[src/rtl/pe_pkg.sv]
`timescale 1ns / 1ps
// ---------------------------------------------------------------------------
// pe_pkg: shared types and constants for the particle Euler step block
// Item and result layouts, FSM states, trail cell opcodes, register map.
// ---------------------------------------------------------------------------
package pe_pkg;

  // Field widths (fixed by the item formats)
  localparam int POS_W     = 24;  // signed Q11.12
  localparam int DT_W      = 16;  // unsigned Q4.12
  localparam int COLOR_W   = 8;
  localparam int LIFE_W    = 4;
  localparam int ELAPSED_W = 20;  // unsigned Q8.12
  localparam int GRAV_W    = 23;
  localparam int AREA_W    = 11;
  localparam int FRAC_W    = 12;

  // Shared divider operand width: fade numerator is 12 bits after the shift
  localparam int DIV_DVD_W = 12;

  // Configuration port
  localparam int ADDR_W = 4;
  localparam int DATA_W = 32;

  typedef enum logic [1:0] {
    REG_GRAVITY = 2'd0,
    REG_WIDTH   = 2'd1,
    REG_HEIGHT  = 2'd2
  } reg_index_t;

  localparam logic [GRAV_W-1:0]    GRAVITY_RST = 23'd40960;
  localparam logic [AREA_W-1:0]    WIDTH_RST   = 11'd800;
  localparam logic [AREA_W-1:0]    HEIGHT_RST  = 11'd600;
  localparam logic [COLOR_W-1:0]   ALPHA_FULL  = 8'd255;
  localparam logic [ELAPSED_W-1:0] ELAPSED_MAX = 20'hFFFFF;

  // Command codes
  localparam logic CMD_SPAWN = 1'b0;
  localparam logic CMD_TICK  = 1'b1;

  typedef enum logic [3:0] {
    ST_IDLE,
    ST_STATUS,
    ST_MUL_X,
    ST_MUL_Y,
    ST_MUL_G,
    ST_ADD_G,
    ST_DIV_A,
    ST_DIV_F,
    ST_EMIT
  } fsm_state_t;

  // What a trail cell loads this cycle
  typedef enum logic [1:0] {
    CELL_HOLD,   // keep contents
    CELL_SHIFT,  // take the neighbor's entry
    CELL_LOAD,   // take the newly appended position
    CELL_WRAP    // take the oldest entry (rotation wrap-around)
  } cell_op_t;

  typedef struct packed {
    logic signed [POS_W-1:0] x;
    logic signed [POS_W-1:0] y;
  } trail_point_t;

  typedef struct packed {
    logic                    cmd;
    logic signed [POS_W-1:0] pos_x;
    logic signed [POS_W-1:0] pos_y;
    logic signed [POS_W-1:0] vel_x;
    logic signed [POS_W-1:0] vel_y;
    logic [COLOR_W-1:0]      green;
    logic [COLOR_W-1:0]      blue;
    logic [LIFE_W-1:0]       life_seconds;
    logic [DT_W-1:0]         delta_time;
  } in_item_t;

  typedef struct packed {
    logic signed [POS_W-1:0] trail_x;
    logic signed [POS_W-1:0] trail_y;
    logic [COLOR_W-1:0]      trail_alpha;
    logic                    trail_valid;
    logic signed [POS_W-1:0] head_x;
    logic signed [POS_W-1:0] head_y;
    logic [COLOR_W-1:0]      head_alpha;
    logic [COLOR_W-1:0]      color_green;
    logic [COLOR_W-1:0]      color_blue;
    logic                    alive;
    logic                    last;
  } out_item_t;

endpackage

[src/rtl/pe_if.sv]
`timescale 1ns / 1ps
// ---------------------------------------------------------------------------
// pe_if: valid/ready stream interfaces for items and results
// One transfer when valid and ready are both high at a rising clock edge.
// ---------------------------------------------------------------------------
interface pe_item_if;
  import pe_pkg::*;
  logic     valid;
  logic     ready;
  in_item_t data;
  modport source (output valid, output data, input ready);
  modport sink   (input valid, input data, output ready);
endinterface

interface pe_result_if;
  import pe_pkg::*;
  logic      valid;
  logic      ready;
  out_item_t data;
  modport source (output valid, output data, input ready);
  modport sink   (input valid, input data, output ready);
endinterface

[src/rtl/pe_div.sv]
`timescale 1ns / 1ps
// ---------------------------------------------------------------------------
// pe_div: restoring unsigned divider, one quotient bit per cycle
// Operands latched on start; done pulses as the last step is registered.
// ---------------------------------------------------------------------------
module pe_div #(
  parameter int DVD_W = 12,
  parameter int DVS_W = 5
) (
  input  logic             clk,
  input  logic             rst,
  input  logic             start,
  input  logic [DVD_W-1:0] dividend,
  input  logic [DVS_W-1:0] divisor,
  output logic             done,
  output logic [DVD_W-1:0] quotient,
  output logic [DVS_W-1:0] remainder
);

  localparam int CNT_W = $clog2(DVD_W + 1);

  logic             busy;
  logic [CNT_W-1:0] step_cnt;
  logic [DVD_W-1:0] quo;
  logic [DVS_W-1:0] rem;
  logic [DVS_W-1:0] dvs;

  logic [DVS_W:0]   trial;
  logic [DVS_W:0]   trial_sub;
  logic             fits;

  // One restoring step
  assign trial     = {rem, quo[DVD_W-1]};
  assign fits      = trial >= {1'b0, dvs};
  assign trial_sub = trial - {1'b0, dvs};

  // Step control
  always_ff @(posedge clk) begin
    if (rst) begin
      busy     <= 1'b0;
      done     <= 1'b0;
      step_cnt <= '0;
    end else if (start) begin
      busy     <= 1'b1;
      done     <= 1'b0;
      step_cnt <= CNT_W'(DVD_W);
    end else if (busy) begin
      step_cnt <= step_cnt - CNT_W'(1);
      if (step_cnt == CNT_W'(1)) begin
        busy <= 1'b0;
        done <= 1'b1;
      end
    end else begin
      done <= 1'b0;
    end
  end

  // Quotient and partial remainder
  always_ff @(posedge clk) begin
    if (start) begin
      quo <= dividend;
      rem <= '0;
      dvs <= divisor;
    end else if (busy) begin
      quo <= {quo[DVD_W-2:0], fits};
      rem <= fits ? trial_sub[DVS_W-1:0] : trial[DVS_W-1:0];
    end
  end

  assign quotient  = quo;
  assign remainder = rem;

endmodule

[src/rtl/pe_trail_cell.sv]
`timescale 1ns / 1ps
// ---------------------------------------------------------------------------
// pe_trail_cell: one trail position in the cell chain
// Holds, shifts from its neighbor, loads a new position or wraps the oldest.
// ---------------------------------------------------------------------------
module pe_trail_cell (
  input  logic                  clk,
  input  pe_pkg::cell_op_t      op,
  input  pe_pkg::trail_point_t  next_pt,
  input  pe_pkg::trail_point_t  new_pt,
  input  pe_pkg::trail_point_t  first_pt,
  output pe_pkg::trail_point_t  pt
);
  import pe_pkg::*;

  trail_point_t pt_next;

  // Source select
  always_comb begin
    case (op)
      CELL_SHIFT: pt_next = next_pt;
      CELL_LOAD:  pt_next = new_pt;
      CELL_WRAP:  pt_next = first_pt;
      default:    pt_next = pt;
    endcase
  end

  always_ff @(posedge clk) begin
    pt <= pt_next;
  end

endmodule

[src/rtl/particle_euler_step_with_trail.sv]
`timescale 1ns / 1ps
// ---------------------------------------------------------------------------
// particle_euler_step_with_trail: one particle, Euler step, fading trail
// Fixed-point particle integrator with a chain of trail cells.
//
//   port     | dir  | kind          | transfer
//   ---------+------+---------------+-----------------------------------
//   items    | sink | valid/ready   | spawn or tick command
//   results  | src  | valid/ready   | status or one trail entry
//   apb      | in   | APB write/rd  | psel & penable & pwrite & pready
//
// Spawn or ignored tick: one status result from ST_STATUS, then back to ST_IDLE
// for the next item.
// Updating tick, for n trail entries: ST_MUL_X, ST_MUL_Y, ST_MUL_G and ST_ADD_G
// on the shared multiplier and adder, two runs of the 12-step serial divider,
// n entries rotated out of the cell chain one per cycle while the results port
// accepts, then a return to ST_IDLE.
// Reset: synchronous; no clearing pass, trail cells are only read once filled.
// A stalled results port holds the output register and pauses the rotation.
// ---------------------------------------------------------------------------
module particle_euler_step_with_trail #(
  parameter int TRAIL_DEPTH = 21
) (
  input  logic                        clk,
  input  logic                        rst,
  pe_item_if.sink                     items,
  pe_result_if.source                 results,
  input  logic                        psel,
  input  logic                        penable,
  input  logic                        pwrite,
  input  logic [pe_pkg::ADDR_W-1:0]   paddr,
  input  logic [pe_pkg::DATA_W-1:0]   pwdata,
  output logic [pe_pkg::DATA_W-1:0]   prdata,
  output logic                        pready
);
  import pe_pkg::*;

  localparam int CNT_W = $clog2(TRAIL_DEPTH + 1);
  localparam int DVS_W = (CNT_W > LIFE_W) ? CNT_W : LIFE_W;

  // Configuration registers
  logic [GRAV_W-1:0] gravity_y;
  logic [AREA_W-1:0] area_width;
  logic [AREA_W-1:0] area_height;

  // Particle state
  logic signed [POS_W-1:0] position_x;
  logic signed [POS_W-1:0] position_y;
  logic signed [POS_W-1:0] velocity_x;
  logic signed [POS_W-1:0] velocity_y;
  logic [COLOR_W-1:0]      shade_green;
  logic [COLOR_W-1:0]      shade_blue;
  logic [COLOR_W-1:0]      fade_alpha;
  logic [LIFE_W-1:0]       life_total;
  logic [ELAPSED_W-1:0]    elapsed_time;
  logic [CNT_W-1:0]        trail_count;

  // Working registers for one tick
  logic [DT_W-1:0]         dt_reg;
  logic [COLOR_W-1:0]      prev_alpha;
  logic signed [40:0]      prod;
  logic [COLOR_W-1:0]      q_step;
  logic [CNT_W-1:0]        r_step;
  logic [COLOR_W-1:0]      q_acc;
  logic [CNT_W-1:0]        r_acc;
  logic [CNT_W-1:0]        emit_idx;

  // Output register
  logic      out_valid;
  out_item_t out_data;

  fsm_state_t state;
  fsm_state_t state_next;

  // FSM outputs
  logic in_rdy;
  logic div_start;
  logic div_sel_fade;
  logic out_free;
  logic out_load_en;
  logic rotate;

  // ---------------- configuration port ----------------
  logic cfg_wr;
  assign pready = 1'b1;
  assign cfg_wr = psel & penable & pwrite & pready;

  always_ff @(posedge clk) begin
    if (rst) begin
      gravity_y   <= GRAVITY_RST;
      area_width  <= WIDTH_RST;
      area_height <= HEIGHT_RST;
    end else if (cfg_wr) begin
      case (paddr[3:2])
        REG_GRAVITY: gravity_y   <= pwdata[GRAV_W-1:0];
        REG_WIDTH:   area_width  <= pwdata[AREA_W-1:0];
        REG_HEIGHT:  area_height <= pwdata[AREA_W-1:0];
        default: ;
      endcase
    end
  end

  always_comb begin
    case (paddr[3:2])
      REG_GRAVITY: prdata = DATA_W'(gravity_y);
      REG_WIDTH:   prdata = DATA_W'(area_width);
      REG_HEIGHT:  prdata = DATA_W'(area_height);
      default:     prdata = '0;
    endcase
  end

  // ---------------- alive test ----------------
  logic [15:0] span16;
  logic        alive_now;
  assign span16    = {life_total, {FRAC_W{1'b0}}};
  assign alive_now = (elapsed_time <= ELAPSED_W'(span16)) &&
                     !position_x[POS_W-1] && !position_y[POS_W-1] &&
                     (position_x[POS_W-2:0] <= {area_width, {FRAC_W{1'b0}}}) &&
                     (position_y[POS_W-2:0] <= {area_height, {FRAC_W{1'b0}}});

  // ---------------- input decode ----------------
  logic in_xfer;
  logic is_spawn;
  logic upd_tick;
  logic trail_full;
  assign in_xfer    = items.valid & in_rdy;
  assign is_spawn   = items.data.cmd == CMD_SPAWN;
  assign upd_tick   = in_xfer && !is_spawn && (items.data.delta_time != '0) && alive_now;
  assign trail_full = trail_count == CNT_W'(TRAIL_DEPTH);

  // ---------------- emission bookkeeping ----------------
  logic           emit_last;
  logic [CNT_W:0] r_sum;
  logic           r_wrap;
  assign emit_last = (emit_idx + CNT_W'(1)) == trail_count;
  assign r_sum     = {1'b0, r_acc} + {1'b0, r_step};
  assign r_wrap    = r_sum >= {1'b0, trail_count};

  // ---------------- shared divider ----------------
  logic [DIV_DVD_W-1:0] div_dividend;
  logic [DVS_W-1:0]     div_divisor;
  logic                 div_done;
  logic [DIV_DVD_W-1:0] div_quo;
  logic [DVS_W-1:0]     div_rem;

  // Fade numerator: floor((span - elapsed) * 255 / 4096)
  logic [15:0] fade_diff;
  logic [23:0] fade_scaled;
  logic        fade_ok;
  assign fade_ok     = elapsed_time < ELAPSED_W'(span16);
  assign fade_diff   = span16 - elapsed_time[15:0];
  assign fade_scaled = {fade_diff, 8'b0} - {8'b0, fade_diff};

  assign div_dividend = div_sel_fade ? fade_scaled[23:FRAC_W] : DIV_DVD_W'(prev_alpha);
  assign div_divisor  = div_sel_fade ? DVS_W'(life_total) : DVS_W'(trail_count);

  pe_div #(
    .DVD_W (DIV_DVD_W),
    .DVS_W (DVS_W)
  ) u_div (
    .clk       (clk),
    .rst       (rst),
    .start     (div_start),
    .dividend  (div_dividend),
    .divisor   (div_divisor),
    .done      (div_done),
    .quotient  (div_quo),
    .remainder (div_rem)
  );

  // ---------------- shared multiplier ----------------
  logic signed [POS_W-1:0] mul_a;
  logic signed [DT_W:0]    mul_b;
  logic signed [40:0]      mul_full;
  always_comb begin
    case (state)
      ST_MUL_X: mul_a = velocity_x;
      ST_MUL_Y: mul_a = velocity_y;
      default:  mul_a = $signed({1'b0, gravity_y});
    endcase
  end
  assign mul_b    = $signed({1'b0, dt_reg});
  assign mul_full = 41'(mul_a) * 41'(mul_b);

  // Add the floored product (>>> 12) to a state value, saturating
  function automatic logic signed [POS_W-1:0] add_sat(
    input logic signed [POS_W-1:0] base,
    input logic signed [40:0]      p
  );
    logic signed [29:0] sum;
    sum = $signed({{6{base[POS_W-1]}}, base}) + $signed({p[40], p[40:FRAC_W]});
    if (sum > 30'sd8388607) begin
      add_sat = 24'sh7FFFFF;
    end else if (sum < -30'sd8388608) begin
      add_sat = 24'sh800000;
    end else begin
      add_sat = sum[POS_W-1:0];
    end
  endfunction

  logic [ELAPSED_W:0] elapsed_sum;
  assign elapsed_sum = {1'b0, elapsed_time} + (ELAPSED_W + 1)'(dt_reg);

  // ---------------- trail cell chain ----------------
  trail_point_t cell_pt [TRAIL_DEPTH];
  cell_op_t     cell_op [TRAIL_DEPTH];
  trail_point_t new_pt;
  assign new_pt = '{x: position_x, y: position_y};

  for (genvar i = 0; i < TRAIL_DEPTH; i++) begin : g_cell
    trail_point_t nb_pt;
    if (i == TRAIL_DEPTH - 1) begin : g_end
      assign nb_pt = new_pt;
    end else begin : g_mid
      assign nb_pt = cell_pt[i+1];
    end

    always_comb begin
      if (upd_tick) begin
        if (trail_full) begin
          cell_op[i] = (i == TRAIL_DEPTH - 1) ? CELL_LOAD : CELL_SHIFT;
        end else begin
          cell_op[i] = (trail_count == CNT_W'(i)) ? CELL_LOAD : CELL_HOLD;
        end
      end else if (rotate) begin
        if (CNT_W'(i + 1) < trail_count) begin
          cell_op[i] = CELL_SHIFT;
        end else if (CNT_W'(i + 1) == trail_count) begin
          cell_op[i] = CELL_WRAP;
        end else begin
          cell_op[i] = CELL_HOLD;
        end
      end else begin
        cell_op[i] = CELL_HOLD;
      end
    end

    pe_trail_cell u_cell (
      .clk      (clk),
      .op       (cell_op[i]),
      .next_pt  (nb_pt),
      .new_pt   (new_pt),
      .first_pt (cell_pt[0]),
      .pt       (cell_pt[i])
    );
  end

  // ---------------- FSM ----------------
  always_ff @(posedge clk) begin
    if (rst) begin
      state <= ST_IDLE;
    end else begin
      state <= state_next;
    end
  end

  // Next state
  always_comb begin
    state_next = state;
    case (state)
      ST_IDLE: begin
        if (items.valid) begin
          state_next = upd_tick ? ST_MUL_X : ST_STATUS;
        end
      end
      ST_STATUS: begin
        if (out_free) state_next = ST_IDLE;
      end
      ST_MUL_X: state_next = ST_MUL_Y;
      ST_MUL_Y: state_next = ST_MUL_G;
      ST_MUL_G: state_next = ST_ADD_G;
      ST_ADD_G: state_next = ST_DIV_A;
      ST_DIV_A: begin
        if (div_done) state_next = ST_DIV_F;
      end
      ST_DIV_F: begin
        if (div_done) state_next = ST_EMIT;
      end
      ST_EMIT: begin
        if (out_free && emit_last) state_next = ST_IDLE;
      end
      default: state_next = ST_IDLE;
    endcase
  end

  // Control outputs
  assign out_free = !out_valid || results.ready;
  always_comb begin
    in_rdy       = 1'b0;
    div_start    = 1'b0;
    div_sel_fade = 1'b0;
    out_load_en  = 1'b0;
    rotate       = 1'b0;
    case (state)
      ST_IDLE:   in_rdy = 1'b1;
      ST_STATUS: out_load_en = out_free;
      ST_ADD_G:  div_start = 1'b1;
      ST_DIV_A: begin
        div_sel_fade = 1'b1;
        div_start    = div_done;
      end
      ST_EMIT: begin
        out_load_en = out_free;
        rotate      = out_free;
      end
      default: ;
    endcase
  end

  assign items.ready = in_rdy;

  // ---------------- particle state ----------------
  always_ff @(posedge clk) begin
    if (rst) begin
      position_x   <= '0;
      position_y   <= '0;
      velocity_x   <= '0;
      velocity_y   <= '0;
      shade_green  <= '0;
      shade_blue   <= '0;
      fade_alpha   <= '0;
      life_total   <= LIFE_W'(1);
      elapsed_time <= '0;
      trail_count  <= '0;
      emit_idx     <= '0;
    end else begin
      case (state)
        ST_IDLE: begin
          if (in_xfer && is_spawn) begin
            position_x   <= items.data.pos_x;
            position_y   <= items.data.pos_y;
            velocity_x   <= items.data.vel_x;
            velocity_y   <= items.data.vel_y;
            shade_green  <= items.data.green;
            shade_blue   <= items.data.blue;
            life_total   <= items.data.life_seconds;
            fade_alpha   <= ALPHA_FULL;
            elapsed_time <= '0;
            trail_count  <= '0;
          end else if (upd_tick) begin
            trail_count <= trail_full ? trail_count : trail_count + CNT_W'(1);
          end
        end
        ST_MUL_Y: position_x <= add_sat(position_x, prod);
        ST_MUL_G: position_y <= add_sat(position_y, prod);
        ST_ADD_G: velocity_y <= add_sat(velocity_y, prod);
        ST_DIV_F: begin
          if (div_done) begin
            fade_alpha   <= fade_ok ? div_quo[COLOR_W-1:0] : '0;
            elapsed_time <= elapsed_sum[ELAPSED_W] ? ELAPSED_MAX
                                                   : elapsed_sum[ELAPSED_W-1:0];
            emit_idx     <= '0;
          end
        end
        ST_EMIT: begin
          if (rotate) emit_idx <= emit_idx + CNT_W'(1);
        end
        default: ;
      endcase
    end
  end

  // ---------------- tick datapath ----------------
  always_ff @(posedge clk) begin
    if (upd_tick) begin
      dt_reg     <= items.data.delta_time;
      prev_alpha <= fade_alpha;
    end
    prod <= mul_full;
    if (state == ST_DIV_A && div_done) begin
      q_step <= div_quo[COLOR_W-1:0];
      r_step <= div_rem[CNT_W-1:0];
    end
    if (state == ST_DIV_F && div_done) begin
      q_acc <= q_step;
      r_acc <= r_step;
    end else if (rotate) begin
      if (r_wrap) begin
        q_acc <= q_acc + q_step + COLOR_W'(1);
        r_acc <= CNT_W'(r_sum - {1'b0, trail_count});
      end else begin
        q_acc <= q_acc + q_step;
        r_acc <= r_sum[CNT_W-1:0];
      end
    end
  end

  // ---------------- output register ----------------
  always_ff @(posedge clk) begin
    if (rst) begin
      out_valid <= 1'b0;
    end else if (out_load_en) begin
      out_valid <= 1'b1;
    end else if (results.ready) begin
      out_valid <= 1'b0;
    end
  end

  always_ff @(posedge clk) begin
    if (out_load_en) begin
      out_data.head_x      <= position_x;
      out_data.head_y      <= position_y;
      out_data.head_alpha  <= fade_alpha;
      out_data.color_green <= shade_green;
      out_data.color_blue  <= shade_blue;
      out_data.alive       <= alive_now;
      if (state == ST_EMIT) begin
        out_data.trail_x     <= cell_pt[0].x;
        out_data.trail_y     <= cell_pt[0].y;
        out_data.trail_alpha <= q_acc;
        out_data.trail_valid <= 1'b1;
        out_data.last        <= emit_last;
      end else begin
        out_data.trail_x     <= '0;
        out_data.trail_y     <= '0;
        out_data.trail_alpha <= '0;
        out_data.trail_valid <= 1'b0;
        out_data.last        <= 1'b1;
      end
    end
  end

  assign results.valid = out_valid;
  assign results.data  = out_data;

  // ---------------- assertions ----------------
  a_div_done_owned: assert property (@(posedge clk) disable iff (rst)
    div_done |-> (state == ST_DIV_A || state == ST_DIV_F))
    else $error("divider finished outside a divide state");

  a_append_nonempty: assert property (@(posedge clk) disable iff (rst)
    upd_tick |=> (trail_count != '0) && (state == ST_MUL_X))
    else $error("updating tick left trail empty or skipped the step");

  a_last_returns_idle: assert property (@(posedge clk) disable iff (rst)
    (rotate && emit_last) |=> (state == ST_IDLE) && out_data.last)
    else $error("final trail entry did not end the tick");

  a_status_is_last: assert property (@(posedge clk) disable iff (rst)
    (results.valid && !results.data.trail_valid) |-> results.data.last)
    else $error("status result not flagged last");

endmodule
[src/flat_wrapper.sv]
// flat-port wrapper written by rule: the top's interface ports become plain ports
module particle_euler_step_with_trail_flat import pe_pkg::*;
#(
  parameter int TRAIL_DEPTH = 21
)
  (clk, rst, psel, penable, pwrite, paddr, pwdata, prdata, pready, items_valid, items_data, items_ready, results_valid, results_data, results_ready);
  pe_item_if items_i ();
  pe_result_if results_i ();
  input  logic clk;
  input  logic rst;
  input  logic psel;
  input  logic penable;
  input  logic pwrite;
  input  logic [pe_pkg::ADDR_W-1:0] paddr;
  input  logic [pe_pkg::DATA_W-1:0] pwdata;
  output logic [pe_pkg::DATA_W-1:0] prdata;
  output logic pready;
  input wire logic [$bits(items_i.valid)-1:0] items_valid;
  input wire logic [$bits(items_i.data)-1:0] items_data;
  output wire logic [$bits(items_i.ready)-1:0] items_ready;
  output wire logic [$bits(results_i.valid)-1:0] results_valid;
  output wire logic [$bits(results_i.data)-1:0] results_data;
  input wire logic [$bits(results_i.ready)-1:0] results_ready;
  assign items_i.valid = items_valid;
  assign items_i.data = items_data;
  assign items_ready = items_i.ready;
  assign results_valid = results_i.valid;
  assign results_data = results_i.data;
  assign results_i.ready = results_ready;
  particle_euler_step_with_trail #(.TRAIL_DEPTH(TRAIL_DEPTH)) u_core (.clk(clk), .rst(rst), .items(items_i), .results(results_i), .psel(psel), .penable(penable), .pwrite(pwrite), .paddr(paddr), .pwdata(pwdata), .prdata(prdata), .pready(pready));
endmodule
[config.mk]
export PLATFORM = sky130hd
export DESIGN_NAME = particle_euler_step_with_trail_flat
export DESIGN_NICKNAME = d
export VERILOG_FILES = /design/src/rtl/pe_pkg.sv /design/src/rtl/pe_if.sv /design/src/rtl/pe_div.sv /design/src/rtl/pe_trail_cell.sv /design/src/rtl/particle_euler_step_with_trail.sv /design/src/flat_wrapper.sv
export SDC_FILE = /design/constraint.sdc
export NUM_CORES = 2
export LEC_CHECK = 0
export ABC_AREA = 1
export BUFFER_PORTS_ARGS = -buffer_cell sky130_fd_sc_hd__buf_2
export CAP_MARGIN = 20
export CORE_MARGIN = 1
export CORE_UTILIZATION = 30
export CTS_CLUSTER_DIAMETER = 80
export DETAILED_ROUTE_END_ITERATION = 10
export PLACE_DENSITY = 0.46
export SYNTH_ARGS = -nofsm -noshare
export SYNTH_HDL_FRONTEND = slang
export SYNTH_SLANG_ARGS = --single-unit
[constraint.sdc]
create_clock -name clk -period 9.3 [get_ports clk]
set_input_delay 0.93 -clock clk [delete_from_list [all_inputs] [get_ports clk]]
set_output_delay 0.93 -clock clk [all_outputs]
set_load 0.02 [all_outputs]
### Yosys cells after proc, flatten, opt, wreduce, memory -nomap -nowiden

Index checks and enable logic that the tools add are counted.

* shifts and indexed selects: 0
* bitwise gates (word level): 5
* equal/unequal tests: 124
* $lt $le $gt $ge: 33
* multiply operators: 1
* reductions and logical operators: 64
* divide/modulo/power cells: 0
* mux-type cells: 206
* add/sub/neg operators: 14

Operator list (count)
* case mux 48 bit (3 select lines): 19
* two-way mux 2 bit: 127
* two-way mux 24 bit: 9
* case mux 24 bit (2 select lines): 4
* case mux 48 bit (2 select lines): 2
* adder 24 x 29 -> 30 bit: 3
* greater-than comparator 30 x 24 -> 1 bit, second input constant: 3
* < comparator 30 x 24 -> 1 bit, second input constant: 3
* equality test 2 bit, second input constant: 42
* case mux 23 bit (3 select lines): 1
* two-way mux 20 bit: 3
* nonzero test 3 bit: 19
* two-way mux 8 bit: 6
* <= comparator 23 bit: 2
* two-way mux 5 bit: 9
* equality test 2 x 1 -> 1 bit, second input constant: 22
* multiplier 24 x 17 -> 41 bit: 1
* equality test 4 x 5 -> 1 bit, first input constant: 8
* equality test 5 x 4 -> 1 bit, second input constant: 8
* < comparator 4 x 5 -> 1 bit, first input constant: 8
* case mux 20 bit (2 select lines): 1
* two-way mux 12 bit: 3
* case mux 4 bit (9 select lines): 1
* two-way mux 4 bit: 8
* other kinds (50): 135

* flip-flop bits (word level): 1462
* output and inout port bits: 166
* latch bits: 0
* memories kept: 0
* memory bits (read-only): 0
* word-level logic and storage cells: 531
* bits in writable memories: 0

### Longest topological paths before layout

* depth after elaboration: 10
* gate-level depth with buffers: 35
* depth with buffers taken out: 34

### Hierarchy

A second synthesis with hierarchy kept.

* cell total of the unflattened synthesis: 11205
* area, all modules: 96296.1 µm²

By module, submodules not included
* pe_trail_cell: times used 21, sequential area each 1441.4 µm², cells each 269, area an instance 2593.7 µm²
* particle_euler_step_with_trail: times used 1, sequential area each 10099.7 µm², cells each 5392, area an instance 40405.0 µm²
* pe_div: times used 1, sequential area each 730.7 µm², cells each 164, area an instance 1422.6 µm²

### Worst setup path before layout

OpenSTA, ideal clock, no wires.

* path type: register to register
* from: reg u_core.state[0]
* to: reg u_core.out_data (netlist bit u_core.results.data[0]), enable pin
* clock period less this slack: 7.181 ns
* data required time: 8.678 ns
* data arrival time: 6.558 ns
* setup slack: 2.119 ns
* cell stages (with the launch flop): 9
* cells stage by stage: dfxtp_1 buf_2 nor2_2 inv_2 nor3_4 inv_2 o21ai_0 inv_1 nor2_1

* word-level cells in the longest chain between the ends: 3
* elaborated cells between the ends (all ways): 4

Ends and longest elaborated chain
* start: declaration: RTL line particle_euler_step_with_trail.sv:72 `fsm_state_t state;`
* start signal: assignment: RTL line particle_euler_step_with_trail.sv:253 `state <= state_next;`
* equality test 4 x 1 -> 1 bit or equality test 4 bit (tied branches): RTL line particle_euler_step_with_trail.sv:294 `case (state)`
* OR reduction 2 bit (no line) *
* two-way mux 1 bit *: RTL line particle_euler_step_with_trail.sv:294
* named net u_core.out_load_en: RTL line particle_euler_step_with_trail.sv:80 `logic out_load_en;`
* end: declaration: RTL line particle_euler_step_with_trail.sv:70 `out_item_t out_data;`

The timed path passes the listed nets; every way through them passes the cells marked *.
A chain may end at the register's enable or synchronous reset.

### Final worst setup path

* from: reg u_core.state[1]
* to: reg u_core.prod[27]

* word-level cells in the longest chain between the ends: 3
* elaborated cells between the ends (all ways): 4

Ends and longest elaborated chain
* equality test 4 x 2 -> 1 bit: RTL line particle_euler_step_with_trail.sv:176 `case (state)`
* case mux 24 bit (2 select lines) *: RTL line particle_euler_step_with_trail.sv:176
* multiplier 24 x 17 -> 41 bit *: RTL line particle_euler_step_with_trail.sv:183 `assign mul_full = 41'(mul_a) * 41'(mul_b);`
* named net u_core.mul_full[27]: RTL line particle_euler_step_with_trail.sv:174 `logic signed [40:0] mul_full;`
* end signal: assignment: RTL line particle_euler_step_with_trail.sv:369 `prod <= mul_full;`
* end: declaration: RTL line particle_euler_step_with_trail.sv:61 `logic signed [40:0] prod;`

Marks and branches as above.

==> reports/results.ini <==
[run_status]
status = complete, but fails checks
violations = DRC

[layout]
finalInstanceArea_um2 = 100000
layout.cells.most_common = nand2_1
final_cell_mix = nand2_1, edfxtp_1, inv_1
area_growth_syn_to_layout_pct = 12.9
fin_cells = 14200
largest_reg_flops = 1008
fin_nets = 10900
regMostFlops = u_core.g_cell.u_cell.pt
layout-drive-gt1-share = 0.0974

[sta]
rsz0062_at_grt = false
timing.fmax_mhz = 120
setup_viol_count_final = 0
worst_pin_slew_ns = 1.21
slew_headroom = 0.182
holdWs_ns = 0.253
finalHoldViolCount = 0
finalMaxSlewViolations = 0
fin_skew_ns = 0.0904
fin_setup_tns_ns = 0
period_share = 0.895
finalWorstSetupSlack_ns = 0.979
period_minus_slack_ns = 8.32

[grt]
grt_max_degree = 116
grt-ovfl-total = 0
grt_pass1_wl_mm = 499
antenna_found_initial = 22
grt_pass1_vias = 71700
grt.total_usage = 0.224

[power_and_ir_drop]
combPwrFrac = 0.296
p_int_uw = 13700
p_seq_frac = 0.380
p_leak_uw = 0.0407
powerDensity_nw_per_um2 = 215
ir_drop_uv = 158
swShare = 0.364
clockPowerShare = 0.324
p_switching_uw = 7850

[placement]
place_inst = 13800
dpl-instance-area_um2 = 94600
dp_hpwl_mm = 234
place_congestion = 0.898
io_buffers = 320
dp_slack_ns = 0.963

[yosys]
ys_top_cells_by_area = edfxtp_1, nand2_1, fa_1, o211ai_1, dfxtp_1
synth_area_leader_cell = edfxtp_1
synth_edf_count = 1206
syn-cell-area_um2 = 89000
synth-seq-area-share = 0.462
ys_ff_latch = 1450
yosysWarnings = 0
synth.top_cell.area_share = 0.407
synth_flop_cell = edfxtp_1
synth-async-reset-ratio = 0
avgSynthCellArea_um2 = 8.89
synthCells = 10000
synth_cell_type_count = 59

[routing]
wire_per_inst_um = 24.1
avgViaCountPerCell = 5.10
wirelength_mm = 342
num_vias = 72300
ant_nets = 0
drtIter0Drc = 6463
drc = 16
drt_first_pass_iters = 11

[cts]
cts_resized = 0
postCtsHoldBufs = 0
htree_levels = 4
clock_sinks = 1450
cts_buffer_depth = 4
post_cts_buffers = 0
numCtsBuffers = 181
clk_pin_slew_worst_paths_ns = 0.06
clockRootBuffer = clkbuf_16
clkLatencyLatePin_ns = 0.90
cts_tree = yes

[setup_path]
arrival_ns = 9.08
critPathLaunchType = flip-flop
crit_type = reg -> reg
critPathRequiredTime_ns = 10.06
critPathCaptureType = flip-flop
crit_fanout = 23
reg2reg_depth = 26

[floorplanning]
io_pins = 342
die_width_um = 547
num_rows = 199
core_um2 = 294000
start_util = 0.302
dieArea_um2 = 299000
fp.dieH_um = 547

[hold_path]
min_path_type = in -> reg
hold_depth = 1

[run]
drv_cap = 0

power by group through the flow:
stage                     Clock (uW)  Sequential [uW]  Combinational, uW
after floorplan                    0             8160               4210
after global placement             0             8350               6310
after detailed placement           0             8350               6330
after CTS                       7130             8220               6360
after global routing            7350             8240               7090
final                           6980             8200               6380
cells by family after synthesis:
kind of cell             synth area share
other                           0.0000844
buffers and inverters              0.0778
XOR/XNOR                           0.0146
AND/OR/NAND/NOR                     0.191
flip-flops                          0.462
adder cells (fa/ha/maj)             0.124
AO/OA/AOI/OAI                       0.131
layer usage:
layer / share of wire / global-route usage / vias to the layer above
met2: 0.47 / 0.371 / 2626
met3: 0.061 / 0.0317 / 476
li1: - / - / 33500
met1: 0.44 / 0.297 / 35700
met5: 0.00013 / 0 / -
met4: 0.036 / 0.0785 / 6
cell type report:
type | instances | area [um^2]
Fill cell | 30400 | 194000
Antenna cell | 11 | 27.5
Clock inverter | 98 | 895
Multi-Input combinational cell | 6840 | 41300
Timing Repair Buffer | 513 | 3210
Inverter | 1102 | 4140
Tap cell | 3919 | 4900
Clock buffer | 235 | 4820
Sequential cell | 1450 | 41100
through the flow:
stage,utilization,power (uW)
CTS,0.341,21700
global route,0.341,22700
floorplan,-,12400
global placement,0.321,14700
finish,0.341,21600
detailed placement,0.321,14700
worst paths after layout:
check | startpoint | endpoint | slack [ns]
setup / recovery | u_core.state[1] | u_core.prod[27] | 0.98
hold reg to reg | u_core.shade_green[4] | u_core.results.data[14] | 0.42
setup reg to reg | u_core.state[1] | u_core.prod[27] | 0.98
hold / removal | items_data[1] | u_core.dt_reg[1] | 0.25
cell usage after synthesis, types with 16 or more instances:
library cell / number
a21oi_1: 390
clkinv_1: 48
edfxtp_1: 1206
or2_2: 45
nor2_1: 682
a31oi_1: 24
inv_1: 1026
o21bai_1: 20
inv_2: 28
nor4_1: 17
buf_6: 17
buf_1: 16
dfxtp_1: 244
nand2_2: 16
nand4_1: 76
buf_4: 37
o211ai_2: 45
o211ai_1: 873
xor2_1: 101
xnor2_1: 47
nand3_1: 179
o21ai_0: 330
fa_1: 383
nor3_1: 30
ha_1: 271
clkbuf_1: 410
nand2_1: 3169
o21ai_1: 22
buf_2: 143
worst max-delay path, stage by stage, from the launching register on:
cell      delay [ns]
dfxtp_1         0.40
inv_2           0.09
nor2_1          0.14
inv_1           0.10
nor2_1          0.20
inv_1           0.45
o211ai_1        0.33
o21ai_0         0.35
inv_1           0.50
nand2_1         0.16
fa_1            0.53
fa_1            0.53
fa_1            0.52
inv_1           0.06
fa_1            0.50
fa_1            0.52
inv_1           0.06
fa_1            0.48
inv_1           0.05
ha_1            0.38
nand2_1         0.14
nor4_1          0.45
a21oi_1         0.20
o21ai_0         0.42
a21boi_0        0.24
o21ai_0         0.25
xor2_1          0.16
No activity file was read; power rests on OpenSTA's default activity.
